$ cat config.mk
export PLATFORM = sky130hd
export DESIGN_NAME = rc4_keystream_cipher_flat
export DESIGN_NICKNAME = d
export VERILOG_FILES = /design/src/hw/rtl/rc4ks_pkg.sv /design/src/hw/rtl/rc4ks_in_if.sv /design/src/hw/rtl/rc4ks_out_if.sv /design/src/hw/rtl/rc4ks_ram.sv /design/src/hw/rtl/rc4ks_dp.sv /design/src/hw/rtl/rc4ks_ctrl.sv /design/src/hw/rtl/rc4_keystream_cipher.sv /design/src/flat_wrapper.sv
export VERILOG_INCLUDE_DIRS = /design/src /design/src/hw/rtl
export SDC_FILE = /design/constraint.sdc
export NUM_CORES = 2
export LEC_CHECK = 0
export BUFFER_PORTS_ARGS = -buffer_cell sky130_fd_sc_hd__buf_4
export CAP_MARGIN = 40
export CORE_ASPECT_RATIO = 1.4
export CORE_MARGIN = 2
export CORE_UTILIZATION = 49
export DETAILED_ROUTE_END_ITERATION = 10
export PLACE_DENSITY = 0.66
export SYNTH_ARGS = -nofsm -noshare
export SYNTH_HDL_FRONTEND = slang
export SYNTH_SLANG_ARGS = --single-unit
$ cat constraint.sdc
create_clock -name i_clk -period 34 [get_ports i_clk]
set_clock_uncertainty 0.1 [all_clocks]
set_input_delay 10.2 -clock i_clk [delete_from_list [all_inputs] [get_ports i_clk]]
set_output_delay 10.2 -clock i_clk [all_outputs]
set_load 0.02 [all_outputs]
$ cat src/hw/rtl/rc4_keystream_cipher_defines.svh
// Assertion macros for the RC4 keystream cipher block.
// Depends on nothing; modules that use it provide i_clk and i_rst_n.
`ifndef RC4_KEYSTREAM_CIPHER_DEFINES_SVH
`define RC4_KEYSTREAM_CIPHER_DEFINES_SVH

`ifndef SYNTH
// Same-cycle implication, checked outside reset
`define RC4KS_ASSERT_IMP(lbl, ante, cons) \
    lbl: assert property (@(posedge i_clk) disable iff (!i_rst_n) (ante) |-> (cons)) \
        else $error("rc4ks: assertion failed");
// Next-cycle implication, checked outside reset
`define RC4KS_ASSERT_NXT(lbl, ante, cons) \
    lbl: assert property (@(posedge i_clk) disable iff (!i_rst_n) (ante) |=> (cons)) \
        else $error("rc4ks: assertion failed");
`else
`define RC4KS_ASSERT_IMP(lbl, ante, cons)
`define RC4KS_ASSERT_NXT(lbl, ante, cons)
`endif

`endif

$ cat src/hw/rtl/rc4ks_pkg.sv
// Shared constants, codes and controller/datapath types of the RC4 cipher.
// Depends on nothing.
package rc4ks_pkg;

    localparam int BYTE_W      = 8;
    localparam int TABLE_DEPTH = 256;
    localparam int ADDR_W      = $clog2(TABLE_DEPTH);
    localparam int KEY_WORDS   = 4;
    localparam int CFG_DATA_W  = 64;
    localparam int CFG_IDX_W   = 3;
    localparam int KEY_LEN_W   = 6;
    localparam int KEY_POS_W   = 5;
    localparam int DROP_W      = 16;

    localparam logic [KEY_LEN_W-1:0] KEY_LEN_MIN   = KEY_LEN_W'(5);
    localparam logic [KEY_LEN_W-1:0] KEY_LEN_MAX   = KEY_LEN_W'(32);
    localparam logic [KEY_LEN_W-1:0] KEY_LEN_RESET = KEY_LEN_W'(16);
    localparam logic [ADDR_W-1:0]    LAST_ENTRY    = ADDR_W'(TABLE_DEPTH - 1);
    localparam logic [BYTE_W-1:0]    BYTE_MASK     = BYTE_W'(8'hFF);

    // Configuration register indexes
    typedef enum logic [CFG_IDX_W-1:0] {
        CFG_KEY0     = 3'd0,
        CFG_KEY1     = 3'd1,
        CFG_KEY2     = 3'd2,
        CFG_KEY3     = 3'd3,
        CFG_KEY_LEN  = 3'd4,
        CFG_DROP     = 3'd5
    } t_cfg_idx;

    typedef enum logic [3:0] {
        ST_IDLE,
        ST_KS_CLEAR,
        ST_KS_RD_N,
        ST_KS_RD_J,
        ST_KS_WR_N,
        ST_KS_WR_J,
        ST_DROP_INIT,
        ST_PR_RD_I,
        ST_PR_RD_J,
        ST_PR_WR_I,
        ST_PR_WR_J,
        ST_RESULT
    } t_state;

    // Datapath micro-operations on the permutation and indices
    typedef enum logic [3:0] {
        UOP_NONE,
        UOP_KS_CLEAR,
        UOP_KS_RD_N,
        UOP_KS_RD_J,
        UOP_KS_WR_N,
        UOP_KS_WR_J,
        UOP_DROP_INIT,
        UOP_PR_RD_I,
        UOP_PR_RD_J,
        UOP_PR_WR_I,
        UOP_PR_WR_J
    } t_uop;

    typedef struct packed {
        logic capture;
        logic load_out;
        t_uop uop;
    } t_dp_cmd;

    typedef struct packed {
        logic key_ok;
        logic is_init;
        logic ks_last;
        logic drop_zero;
        logic drop_last;
    } t_dp_status;

endpackage

$ cat src/hw/rtl/rc4ks_in_if.sv
// Request channel into the RC4 cipher: item kind and data byte.
// Depends on rc4ks_pkg.
interface rc4ks_in_if;
    logic                           valid;
    logic                           ready;
    logic                           kind;
    logic [rc4ks_pkg::BYTE_W-1:0]   data_in;

    modport source (output valid, output kind, output data_in, input ready);
    modport sink   (input valid, input kind, input data_in, output ready);
endinterface

$ cat src/hw/rtl/rc4ks_out_if.sv
// Result channel out of the RC4 cipher: data byte and initialise status.
// Depends on rc4ks_pkg.
interface rc4ks_out_if;
    logic                           valid;
    logic                           ready;
    logic [rc4ks_pkg::BYTE_W-1:0]   data_out;
    logic                           init_done;
    logic                           key_rejected;

    modport source (output valid, output data_out, output init_done,
                    output key_rejected, input ready);
    modport sink   (input valid, input data_out, input init_done,
                    input key_rejected, output ready);
endinterface

$ cat src/hw/rtl/rc4ks_ram.sv
// Generic single-write, single-read RAM with registered read data.
// Depends on nothing.
module rc4ks_ram #(
    parameter int WIDTH = 8,
    parameter int DEPTH = 256
) (
    input  logic                       i_clk,
    input  logic                       i_we,
    input  logic [$clog2(DEPTH)-1:0]   i_waddr,
    input  logic [WIDTH-1:0]           i_wdata,
    input  logic [$clog2(DEPTH)-1:0]   i_raddr,
    output logic [WIDTH-1:0]           o_rdata
);

    logic [WIDTH-1:0] r_mem [DEPTH];
    logic [WIDTH-1:0] r_rdata;

    // Write and registered read
    always_ff @(posedge i_clk) begin
        if (i_we) begin
            r_mem[i_waddr] <= i_wdata;
        end
        r_rdata <= r_mem[i_raddr];
    end

    assign o_rdata = r_rdata;

endmodule

$ cat src/hw/rtl/rc4ks_dp.sv
// RC4 datapath: configuration registers, permutation RAM with per-entry
// valid flags, indices, key schedule and keystream arithmetic, result register.
// Depends on rc4ks_pkg and rc4ks_ram.
module rc4ks_dp (
    input  logic                                i_clk,
    input  logic                                i_rst_n,
    input  logic                                i_cfg_we,
    input  logic [rc4ks_pkg::CFG_IDX_W-1:0]     i_cfg_idx,
    input  logic [rc4ks_pkg::CFG_DATA_W-1:0]    i_cfg_data,
    input  logic                                i_in_kind,
    input  logic [rc4ks_pkg::BYTE_W-1:0]        i_in_data,
    input  rc4ks_pkg::t_dp_cmd                  i_cmd,
    output rc4ks_pkg::t_dp_status               o_status,
    output logic [rc4ks_pkg::BYTE_W-1:0]        o_data_out,
    output logic                                o_init_done,
    output logic                                o_key_rejected
);

    // Configuration
    logic [rc4ks_pkg::CFG_DATA_W-1:0]   r_key [rc4ks_pkg::KEY_WORDS];
    logic [rc4ks_pkg::KEY_LEN_W-1:0]    r_key_len;
    logic [rc4ks_pkg::DROP_W-1:0]       r_drop_count;

    // Captured request
    logic                               r_kind;
    logic                               r_reject;
    logic [rc4ks_pkg::BYTE_W-1:0]       r_data_in;

    // Permutation read side
    logic [rc4ks_pkg::TABLE_DEPTH-1:0]  r_valid;
    logic [rc4ks_pkg::ADDR_W-1:0]       r_rd_addr;
    logic                               r_rd_vld;
    logic [rc4ks_pkg::BYTE_W-1:0]       w_ram_q;
    logic [rc4ks_pkg::BYTE_W-1:0]       w_rd_word;

    // Indices and working values
    logic [rc4ks_pkg::ADDR_W-1:0]       r_i;
    logic [rc4ks_pkg::ADDR_W-1:0]       r_j;
    logic [rc4ks_pkg::ADDR_W-1:0]       r_n;
    logic [rc4ks_pkg::KEY_POS_W-1:0]    r_pos;
    logic [rc4ks_pkg::BYTE_W-1:0]       r_a;
    logic [rc4ks_pkg::BYTE_W-1:0]       r_b;
    logic                               r_hit_i;
    logic                               r_hit_j;
    logic [rc4ks_pkg::BYTE_W-1:0]       r_ks;
    logic [rc4ks_pkg::DROP_W-1:0]       r_drop_left;

    // Result register
    logic [rc4ks_pkg::BYTE_W-1:0]       r_data_out;
    logic                               r_init_done;
    logic                               r_key_rejected;

    logic                               w_key_ok;
    logic [rc4ks_pkg::BYTE_W-1:0]       w_key_byte;
    logic [rc4ks_pkg::KEY_LEN_W-1:0]    w_pos_inc;
    logic [rc4ks_pkg::ADDR_W-1:0]       w_i_next;
    logic [rc4ks_pkg::ADDR_W-1:0]       w_j_ks;
    logic [rc4ks_pkg::ADDR_W-1:0]       w_j_pr;
    logic [rc4ks_pkg::ADDR_W-1:0]       w_t;
    logic [rc4ks_pkg::BYTE_W-1:0]       w_ks;
    logic                               w_we;
    logic [rc4ks_pkg::ADDR_W-1:0]       w_waddr;
    logic [rc4ks_pkg::BYTE_W-1:0]       w_wdata;
    logic [rc4ks_pkg::ADDR_W-1:0]       w_raddr;

    rc4ks_ram #(
        .WIDTH (rc4ks_pkg::BYTE_W),
        .DEPTH (rc4ks_pkg::TABLE_DEPTH)
    ) u_perm (
        .i_clk   (i_clk),
        .i_we    (w_we),
        .i_waddr (w_waddr),
        .i_wdata (w_wdata),
        .i_raddr (w_raddr),
        .o_rdata (w_ram_q)
    );

    // Entry never written since the last clear reads as its own index
    assign w_rd_word = r_rd_vld ? w_ram_q : r_rd_addr;

    assign w_key_ok   = (r_key_len >= rc4ks_pkg::KEY_LEN_MIN)
                     && (r_key_len <= rc4ks_pkg::KEY_LEN_MAX);
    assign w_key_byte = r_key[r_pos[4:3]][{r_pos[2:0], 3'b000} +: rc4ks_pkg::BYTE_W];
    assign w_pos_inc  = {1'b0, r_pos} + rc4ks_pkg::KEY_LEN_W'(1);
    assign w_i_next   = r_i + rc4ks_pkg::ADDR_W'(1);
    assign w_j_ks     = r_j + w_rd_word + w_key_byte;
    assign w_j_pr     = r_j + w_rd_word;
    assign w_t        = r_a + w_rd_word;

    // Keystream byte, bypassing the two entries swapped this round
    assign w_ks = r_hit_i ? r_b : (r_hit_j ? r_a : w_rd_word);

    // Drive the RAM ports from the micro-operation
    always_comb begin
        w_raddr = r_n;
        w_we    = 1'b0;
        w_waddr = r_i;
        w_wdata = w_rd_word;
        case (i_cmd.uop)
            rc4ks_pkg::UOP_KS_RD_N: begin
                w_raddr = r_n;
            end
            rc4ks_pkg::UOP_KS_RD_J: begin
                w_raddr = w_j_ks;
            end
            rc4ks_pkg::UOP_KS_WR_N: begin
                w_we    = 1'b1;
                w_waddr = r_n;
                w_wdata = w_rd_word;
            end
            rc4ks_pkg::UOP_KS_WR_J: begin
                w_we    = 1'b1;
                w_waddr = r_j;
                w_wdata = r_a;
            end
            rc4ks_pkg::UOP_PR_RD_I: begin
                w_raddr = w_i_next;
            end
            rc4ks_pkg::UOP_PR_RD_J: begin
                w_raddr = w_j_pr;
            end
            rc4ks_pkg::UOP_PR_WR_I: begin
                w_we    = 1'b1;
                w_waddr = r_i;
                w_wdata = w_rd_word;
                w_raddr = w_t;
            end
            rc4ks_pkg::UOP_PR_WR_J: begin
                w_we    = 1'b1;
                w_waddr = r_j;
                w_wdata = r_a;
            end
            default: begin
            end
        endcase
    end

    // Control state: configuration, valid flags, indices
    always_ff @(posedge i_clk) begin
        if (!i_rst_n) begin
            for (int k = 0; k < rc4ks_pkg::KEY_WORDS; k++) begin
                r_key[k] <= '0;
            end
            r_key_len    <= rc4ks_pkg::KEY_LEN_RESET;
            r_drop_count <= '0;
            r_valid      <= '0;
            r_i          <= '0;
            r_j          <= '0;
        end else begin
            if (i_cfg_we) begin
                unique case (i_cfg_idx) inside
                    rc4ks_pkg::CFG_KEY0, rc4ks_pkg::CFG_KEY1,
                    rc4ks_pkg::CFG_KEY2, rc4ks_pkg::CFG_KEY3: begin
                        r_key[i_cfg_idx[1:0]] <= i_cfg_data;
                    end
                    rc4ks_pkg::CFG_KEY_LEN: begin
                        r_key_len <= i_cfg_data[rc4ks_pkg::KEY_LEN_W-1:0];
                    end
                    rc4ks_pkg::CFG_DROP: begin
                        r_drop_count <= i_cfg_data[rc4ks_pkg::DROP_W-1:0];
                    end
                    default: begin
                    end
                endcase
            end

            // Mark written entries; a new key schedule starts from identity
            if (i_cmd.uop == rc4ks_pkg::UOP_KS_CLEAR) begin
                r_valid <= '0;
            end else if (w_we) begin
                r_valid[w_waddr] <= 1'b1;
            end

            case (i_cmd.uop)
                rc4ks_pkg::UOP_KS_CLEAR:  r_j <= '0;
                rc4ks_pkg::UOP_KS_RD_J:   r_j <= w_j_ks;
                rc4ks_pkg::UOP_DROP_INIT: begin
                    r_i <= '0;
                    r_j <= '0;
                end
                rc4ks_pkg::UOP_PR_RD_I:   r_i <= w_i_next;
                rc4ks_pkg::UOP_PR_RD_J:   r_j <= w_j_pr;
                default: begin
                end
            endcase
        end
    end

    // Working values, captured request and result
    always_ff @(posedge i_clk) begin
        r_rd_addr <= w_raddr;
        r_rd_vld  <= r_valid[w_raddr];

        if (i_cmd.capture) begin
            r_kind    <= i_in_kind;
            r_data_in <= i_in_data;
            r_reject  <= i_in_kind & ~w_key_ok;
        end

        case (i_cmd.uop)
            rc4ks_pkg::UOP_KS_CLEAR: begin
                r_n   <= '0;
                r_pos <= '0;
            end
            rc4ks_pkg::UOP_KS_RD_J: begin
                r_a <= w_rd_word;
            end
            rc4ks_pkg::UOP_KS_WR_J: begin
                r_n <= r_n + rc4ks_pkg::ADDR_W'(1);
                if (w_pos_inc >= r_key_len) begin
                    r_pos <= '0;
                end else begin
                    r_pos <= w_pos_inc[rc4ks_pkg::KEY_POS_W-1:0];
                end
            end
            rc4ks_pkg::UOP_DROP_INIT: begin
                r_drop_left <= r_drop_count;
            end
            rc4ks_pkg::UOP_PR_RD_J: begin
                r_a <= w_rd_word;
            end
            rc4ks_pkg::UOP_PR_WR_I: begin
                r_b     <= w_rd_word;
                r_hit_i <= (w_t == r_i);
                r_hit_j <= (w_t == r_j);
            end
            rc4ks_pkg::UOP_PR_WR_J: begin
                r_ks        <= w_ks;
                r_drop_left <= r_drop_left - rc4ks_pkg::DROP_W'(1);
            end
            default: begin
            end
        endcase

        if (i_cmd.load_out) begin
            r_data_out     <= r_kind ? '0 : ((r_data_in ^ r_ks) & rc4ks_pkg::BYTE_MASK);
            r_init_done    <= r_kind;
            r_key_rejected <= r_reject;
        end
    end

    assign o_status.key_ok    = w_key_ok;
    assign o_status.is_init   = r_kind;
    assign o_status.ks_last   = (r_n == rc4ks_pkg::LAST_ENTRY);
    assign o_status.drop_zero = (r_drop_count == '0);
    assign o_status.drop_last = (r_drop_left == rc4ks_pkg::DROP_W'(1));

    assign o_data_out     = r_data_out;
    assign o_init_done    = r_init_done;
    assign o_key_rejected = r_key_rejected;

endmodule

$ cat src/hw/rtl/rc4ks_ctrl.sv
// RC4 controller: sequences key schedule, drop rounds and keystream rounds,
// owns the request/result handshakes. Depends on rc4ks_pkg and the defines.
`include "rc4_keystream_cipher_defines.svh"

module rc4ks_ctrl (
    input  logic                        i_clk,
    input  logic                        i_rst_n,
    input  logic                        i_in_valid,
    input  logic                        i_in_kind,
    output logic                        o_in_ready,
    output logic                        o_out_valid,
    input  logic                        i_out_ready,
    input  rc4ks_pkg::t_dp_status       i_status,
    output rc4ks_pkg::t_dp_cmd          o_cmd
);

    rc4ks_pkg::t_state r_state;
    rc4ks_pkg::t_state n_state;
    logic              r_out_valid;
    logic              w_accept;
    logic              w_out_free;

    assign o_in_ready  = (r_state == rc4ks_pkg::ST_IDLE);
    assign w_accept    = i_in_valid && o_in_ready;
    assign w_out_free  = !r_out_valid || i_out_ready;
    assign o_out_valid = r_out_valid;

    // Next state
    always_comb begin
        n_state = r_state;
        unique case (r_state)
            rc4ks_pkg::ST_IDLE: begin
                if (w_accept) begin
                    if (!i_in_kind) begin
                        n_state = rc4ks_pkg::ST_PR_RD_I;
                    end else if (i_status.key_ok) begin
                        n_state = rc4ks_pkg::ST_KS_CLEAR;
                    end else begin
                        n_state = rc4ks_pkg::ST_RESULT;
                    end
                end
            end
            rc4ks_pkg::ST_KS_CLEAR: n_state = rc4ks_pkg::ST_KS_RD_N;
            rc4ks_pkg::ST_KS_RD_N:  n_state = rc4ks_pkg::ST_KS_RD_J;
            rc4ks_pkg::ST_KS_RD_J:  n_state = rc4ks_pkg::ST_KS_WR_N;
            rc4ks_pkg::ST_KS_WR_N:  n_state = rc4ks_pkg::ST_KS_WR_J;
            rc4ks_pkg::ST_KS_WR_J: begin
                n_state = i_status.ks_last ? rc4ks_pkg::ST_DROP_INIT
                                           : rc4ks_pkg::ST_KS_RD_N;
            end
            rc4ks_pkg::ST_DROP_INIT: begin
                n_state = i_status.drop_zero ? rc4ks_pkg::ST_RESULT
                                             : rc4ks_pkg::ST_PR_RD_I;
            end
            rc4ks_pkg::ST_PR_RD_I:  n_state = rc4ks_pkg::ST_PR_RD_J;
            rc4ks_pkg::ST_PR_RD_J:  n_state = rc4ks_pkg::ST_PR_WR_I;
            rc4ks_pkg::ST_PR_WR_I:  n_state = rc4ks_pkg::ST_PR_WR_J;
            rc4ks_pkg::ST_PR_WR_J: begin
                // Drop rounds loop until the last one; a data round ends here
                if (i_status.is_init && !i_status.drop_last) begin
                    n_state = rc4ks_pkg::ST_PR_RD_I;
                end else begin
                    n_state = rc4ks_pkg::ST_RESULT;
                end
            end
            rc4ks_pkg::ST_RESULT: begin
                if (w_out_free) begin
                    n_state = rc4ks_pkg::ST_IDLE;
                end
            end
            default: n_state = rc4ks_pkg::ST_IDLE;
        endcase
    end

    // Datapath commands
    always_comb begin
        o_cmd.capture  = w_accept;
        o_cmd.load_out = 1'b0;
        o_cmd.uop      = rc4ks_pkg::UOP_NONE;
        unique case (r_state)
            rc4ks_pkg::ST_IDLE:      o_cmd.uop = rc4ks_pkg::UOP_NONE;
            rc4ks_pkg::ST_KS_CLEAR:  o_cmd.uop = rc4ks_pkg::UOP_KS_CLEAR;
            rc4ks_pkg::ST_KS_RD_N:   o_cmd.uop = rc4ks_pkg::UOP_KS_RD_N;
            rc4ks_pkg::ST_KS_RD_J:   o_cmd.uop = rc4ks_pkg::UOP_KS_RD_J;
            rc4ks_pkg::ST_KS_WR_N:   o_cmd.uop = rc4ks_pkg::UOP_KS_WR_N;
            rc4ks_pkg::ST_KS_WR_J:   o_cmd.uop = rc4ks_pkg::UOP_KS_WR_J;
            rc4ks_pkg::ST_DROP_INIT: o_cmd.uop = rc4ks_pkg::UOP_DROP_INIT;
            rc4ks_pkg::ST_PR_RD_I:   o_cmd.uop = rc4ks_pkg::UOP_PR_RD_I;
            rc4ks_pkg::ST_PR_RD_J:   o_cmd.uop = rc4ks_pkg::UOP_PR_RD_J;
            rc4ks_pkg::ST_PR_WR_I:   o_cmd.uop = rc4ks_pkg::UOP_PR_WR_I;
            rc4ks_pkg::ST_PR_WR_J:   o_cmd.uop = rc4ks_pkg::UOP_PR_WR_J;
            rc4ks_pkg::ST_RESULT:    o_cmd.load_out = w_out_free;
            default:                 o_cmd.uop = rc4ks_pkg::UOP_NONE;
        endcase
    end

    // State and result valid
    always_ff @(posedge i_clk) begin
        if (!i_rst_n) begin
            r_state     <= rc4ks_pkg::ST_IDLE;
            r_out_valid <= 1'b0;
        end else begin
            r_state <= n_state;
            if (o_cmd.load_out) begin
                r_out_valid <= 1'b1;
            end else if (i_out_ready) begin
                r_out_valid <= 1'b0;
            end
        end
    end

    `RC4KS_ASSERT_NXT(a_data_starts_round, w_accept && !i_in_kind, r_state == rc4ks_pkg::ST_PR_RD_I)
    `RC4KS_ASSERT_NXT(a_bad_key_answers, w_accept && i_in_kind && !i_status.key_ok, r_state == rc4ks_pkg::ST_RESULT)
    `RC4KS_ASSERT_NXT(a_schedule_ends, r_state == rc4ks_pkg::ST_KS_WR_J && i_status.ks_last, r_state == rc4ks_pkg::ST_DROP_INIT)
    `RC4KS_ASSERT_NXT(a_load_shows_result, o_cmd.load_out, r_out_valid && r_state == rc4ks_pkg::ST_IDLE)

endmodule

$ cat src/hw/rtl/rc4_keystream_cipher.sv
// RC4-drop[N] cipher. Data byte: a taken request steps through PR_RD_I, PR_RD_J, PR_WR_I
// and PR_WR_J, then RESULT registers the result; the next request is taken only back in
// IDLE. Initialise: KS_CLEAR, then KS_RD_N, KS_RD_J, KS_WR_N and KS_WR_J per table entry,
// DROP_INIT and drop_count drop rounds; a rejected key goes straight to RESULT. Synchronous
// active-low reset restores the configuration registers, indices and controller state;
// the permutation reads as identity through per-entry valid flags.
module rc4_keystream_cipher (
    input  logic                                i_clk,
    input  logic                                i_rst_n,
    rc4ks_in_if.sink                            i_in,
    rc4ks_out_if.source                         o_out,
    input  logic                                i_cfg_we,
    input  logic [rc4ks_pkg::CFG_IDX_W-1:0]     i_cfg_idx,
    input  logic [rc4ks_pkg::CFG_DATA_W-1:0]    i_cfg_data
);

    rc4ks_pkg::t_dp_cmd     w_cmd;
    rc4ks_pkg::t_dp_status  w_status;

    rc4ks_ctrl u_ctrl (
        .i_clk       (i_clk),
        .i_rst_n     (i_rst_n),
        .i_in_valid  (i_in.valid),
        .i_in_kind   (i_in.kind),
        .o_in_ready  (i_in.ready),
        .o_out_valid (o_out.valid),
        .i_out_ready (o_out.ready),
        .i_status    (w_status),
        .o_cmd       (w_cmd)
    );

    rc4ks_dp u_dp (
        .i_clk          (i_clk),
        .i_rst_n        (i_rst_n),
        .i_cfg_we       (i_cfg_we),
        .i_cfg_idx      (i_cfg_idx),
        .i_cfg_data     (i_cfg_data),
        .i_in_kind      (i_in.kind),
        .i_in_data      (i_in.data_in),
        .i_cmd          (w_cmd),
        .o_status       (w_status),
        .o_data_out     (o_out.data_out),
        .o_init_done    (o_out.init_done),
        .o_key_rejected (o_out.key_rejected)
    );

endmodule

$ cat src/flat_wrapper.sv
// flat-port wrapper written by rule: the top's interface ports become plain ports
module rc4_keystream_cipher_flat 
  (i_clk, i_rst_n, i_cfg_we, i_cfg_idx, i_cfg_data, i_in_valid, i_in_kind, i_in_data_in, i_in_ready, o_out_valid, o_out_data_out, o_out_init_done, o_out_key_rejected, o_out_ready);
  rc4ks_in_if i_in_i ();
  rc4ks_out_if o_out_i ();
  input  logic i_clk;
  input  logic i_rst_n;
  input  logic i_cfg_we;
  input  logic [rc4ks_pkg::CFG_IDX_W-1:0] i_cfg_idx;
  input  logic [rc4ks_pkg::CFG_DATA_W-1:0] i_cfg_data;
  input wire logic [$bits(i_in_i.valid)-1:0] i_in_valid;
  input wire logic [$bits(i_in_i.kind)-1:0] i_in_kind;
  input wire logic [$bits(i_in_i.data_in)-1:0] i_in_data_in;
  output wire logic [$bits(i_in_i.ready)-1:0] i_in_ready;
  output wire logic [$bits(o_out_i.valid)-1:0] o_out_valid;
  output wire logic [$bits(o_out_i.data_out)-1:0] o_out_data_out;
  output wire logic [$bits(o_out_i.init_done)-1:0] o_out_init_done;
  output wire logic [$bits(o_out_i.key_rejected)-1:0] o_out_key_rejected;
  input wire logic [$bits(o_out_i.ready)-1:0] o_out_ready;
  assign i_in_i.valid = i_in_valid;
  assign i_in_i.kind = i_in_kind;
  assign i_in_i.data_in = i_in_data_in;
  assign i_in_ready = i_in_i.ready;
  assign o_out_valid = o_out_i.valid;
  assign o_out_data_out = o_out_i.data_out;
  assign o_out_init_done = o_out_i.init_done;
  assign o_out_key_rejected = o_out_i.key_rejected;
  assign o_out_i.ready = o_out_ready;
  rc4_keystream_cipher u_core (.i_clk(i_clk), .i_rst_n(i_rst_n), .i_in(i_in_i), .o_out(o_out_i), .i_cfg_we(i_cfg_we), .i_cfg_idx(i_cfg_idx), .i_cfg_data(i_cfg_data));
endmodule
==> out/qor.csv <==
stage;metric;value;unit
status;outcome;completed;
power;switching_share;0.318;
drt;drtIter0Drc;10200;
cts;clock_sinks;2697;
timing;tightest_slew;1.24;ns
cts;post_cts_resized;0;
grt;grt_max_degree;176;
synth;post-synth-top-count-cell;edfxtp_1;
timing;setup_tns;0;ns
die;ios;93;
cts;htree_levels;4;
synth;synth_cells;8851;
timing;finalCritPeriodShare;0.370;
power;irDropWorstVdd;0.119;mV
grt;grt_overflow;0;
finish;multi_input_comb_area;29900;um2
die;die_w;406;um
cts;clock_latency;0.89;ns
power;leakagePower;43.2;nW
power;combinationalPowerShare;0.242;
setup_path;critPathLaunchType;flop;
synth;seq_area_frac_synth;0.701;
synth;synthArstFlopShare;0;
synth;synthTopCellsByArea;edfxtp_1, nand2_1, dfxtp_1;
timing;slew_headroom;0.175;
synth;synth_area_per_cell;12.5;um2
finish;layout-drive-gt1-share;0.113;
place;place_congestion;0.890;
drt;wl_per_cell;26.9;um
cts;postCtsSetupBuffers;0;
cts;cts_tree;done;
synth;yosysWarnings;0;
setup_path;cp.arrival;2.29;ns
place;place.detailed.hpwl;203;mm
power;seq_power_share;0.459;
synth;synth_edf_count;2379;
setup_path;path_max_fanout;26;
power;intPower;6.22;mW
power;powerDensity;73.5;nW/um2
grt;grt_usage;0.281;
die;die_y;567;um
place;place.port_buffers;92;
finish;nFillCells;18100;
cts;cts_buffer_depth;4;
die;core_area;225000;um2
cts;clk_pin_slew;0.07;ns
synth;syn-cell-area;111000;um2
setup_path;crit_type;flop to output pin;
timing;rsz0062_at_grt;no;
finish;fin_nets;9134;
drt;drtAntennaViolNets;0;
timing;hold_violations;0;
synth;yosys-top-cells-count;edfxtp_1, nand2_1, nand3_1;
timing;setup_viol;0;
drt;drc_errors;0;
drt;routed_wl;330;mm
power;clkPwrFrac;0.298;
drt;vias;75200;
finish;finish.utilization;0.552;
finish;area_growth;11.9;%
setup_path;critPathRequiredTime;23.70;ns
cts;cts_buffers;241;
flow_run;max-cap-violations;0;
min_path;min_path_type;flop to flop;
synth;synth_top_cell_area_share;0.644;
finish;register_area;77800;um2
timing;maxSlewViolCount;0;
grt;antenna_found_initial;13;
grt;grt_pass1_wl;481;mm
timing;layout_min_cycle_time;12.59;ns
cts;ctsRootBufferMaster;clkbuf_16;
synth;syn_nets;8967;
synth;ys_seq_elements;2697;
grt;grt_pass1_vias;72400;
die;rows;206;
timing;whs;0.360;ns
cts;ctsHoldBuffers;0;
drt;viasPerCell;6.15;
die;initial_core_util;0.493;
synth;synth_flop_cell;edfxtp_1;
setup_path;endpoint_kind;output pin;
drt;drt_first_pass_iters;9;
timing;fmax;79.4;MHz
synth;ys_types;93;
die;dieArea;230000;um2
synth;yosysTopAreaCell;edfxtp_1;
power;switchingPower;2.91;mW
[per-layer routing]
layer	vias up	global-route usage	part of all wire
met3	912	0.0459	0.090
met1	37600	0.356	0.36
met5	-	0	0.00021
met2	4093	0.456	0.48
li1	32600	-	-
met4	12	0.166	0.067
[power groups by stage]
stage / Clock [mW] / Sequential (mW) / Combinational (mW)
final: 2.72 / 4.19 / 2.21
after global placement: 0 / 4.26 / 2.10
after detailed placement: 0 / 4.26 / 2.17
after floorplan: 0 / 4.37 / 1.27
after CTS: 2.74 / 4.19 / 2.17
after global routing: 2.86 / 4.19 / 2.33
[critical path, stage by stage (launching register included)]
cell and delay (ns):
dfxtp_1 0.90, nor4_1 0.16, buf_4 0.20, buf_4 0.15
[stage by stage]
stage,setup slack (ns),power [mW],std cells,area (um2)
2_1_floorplan,17.97,5.64,8851,111000
3_3_place_gp,21.16,6.35,11500,114000
3_5_place_dp,21.27,6.43,11800,116000
4_1_cts,21.39,9.10,12200,124000
5_1_grt,21.29,9.39,12200,124000
6_report,21.41,9.13,12200,124000
[layout by cell type, fill, tap and decap left out, types with 18 or more instances in the layout]
cell type	count
ha_1	32
a21oi_1	123
dfxtp_1	316
a211oi_1	24
and3_1	226
buf_6	33
xor2_1	23
buf_4	453
inv_1	98
nand2_1	2342
nor3_1	50
o21a_1	263
mux4_2	101
nor4_1	26
edfxtp_1	2379
o21ai_0	83
clkbuf_8	18
nor2_1	534
bufinv_16	22
mux2i_1	99
clkinv_2	35
nand3_1	739
clkbuf_1	57
xnor2_1	41
o22ai_1	33
a32oi_1	30
or3_1	18
clkbuf_16	245
a31oi_1	124
clkinv_1	49
nand4_1	31
a311oi_1	247
[cells by family after synthesis]
logic type / count (synthesis) / synth area share
AND/OR/NAND/NOR: 4055 / 0.156
flip-flops: 2697 / 0.701
AO/OA/AOI/OAI: 1073 / 0.0707
buffers and inverters: 704 / 0.0319
multiplexers: 222 / 0.0316
XOR/XNOR: 65 / 0.00525
adder cells (fa/ha/maj): 35 / 0.00415
[layout make-up]
class | count | area share
clock inverter | 124 | 0.00954
timing repair buffer | 522 | 0.0356
clock buffer | 320 | 0.0531
tap | 3016 | 0.0304
inverter | 106 | 0.00361
antenna | 9 | 0.000181
sequential | 2697 | 0.626
multi-input combinational | 5450 | 0.241
[state kept, by name, indices dropped and copies added (netlist names), 4 cells and up, named ones only]
signal and flops:
u_core.u_dp.r_drop_left 16, u_core.u_dp.r_a 8, u_core.u_dp.u_perm.o_rdata 8, u_core.u_dp.r_n 8, u_core.u_dp.r_ks 8, u_core.u_dp.u_perm.r_mem 2048, u_core.u_dp.r_i 8, u_core.u_dp.r_rd_addr 8
u_core.u_dp.r_b 8, u_core.u_dp.r_j 8, u_core.u_dp.r_pos 5, u_core.u_ctrl.r_state 4, u_core.u_dp.r_valid 256, u_core.u_dp.r_data_in 8, u_core.u_dp.r_drop_count 16, u_core.u_dp.r_key 256
u_core.u_dp.r_key_len 6, u_core.u_dp.o_data_out 8
[final timing paths]
path / from / to / slack, ns / cells after the start
setup / recovery: u_core.u_ctrl.r_state[0] / i_in_ready / 21.41 / 3
hold / removal: u_core.u_dp.r_reject / u_core.u_dp.o_key_rejected / 0.36 / 0
setup reg to reg: flop / u_core.u_dp.u_perm.o_rdata[4] / 24.03 / 21
hold reg to reg: u_core.u_dp.r_reject / u_core.u_dp.o_key_rejected / 0.36 / 0
(Power assumes the default switching activity.)
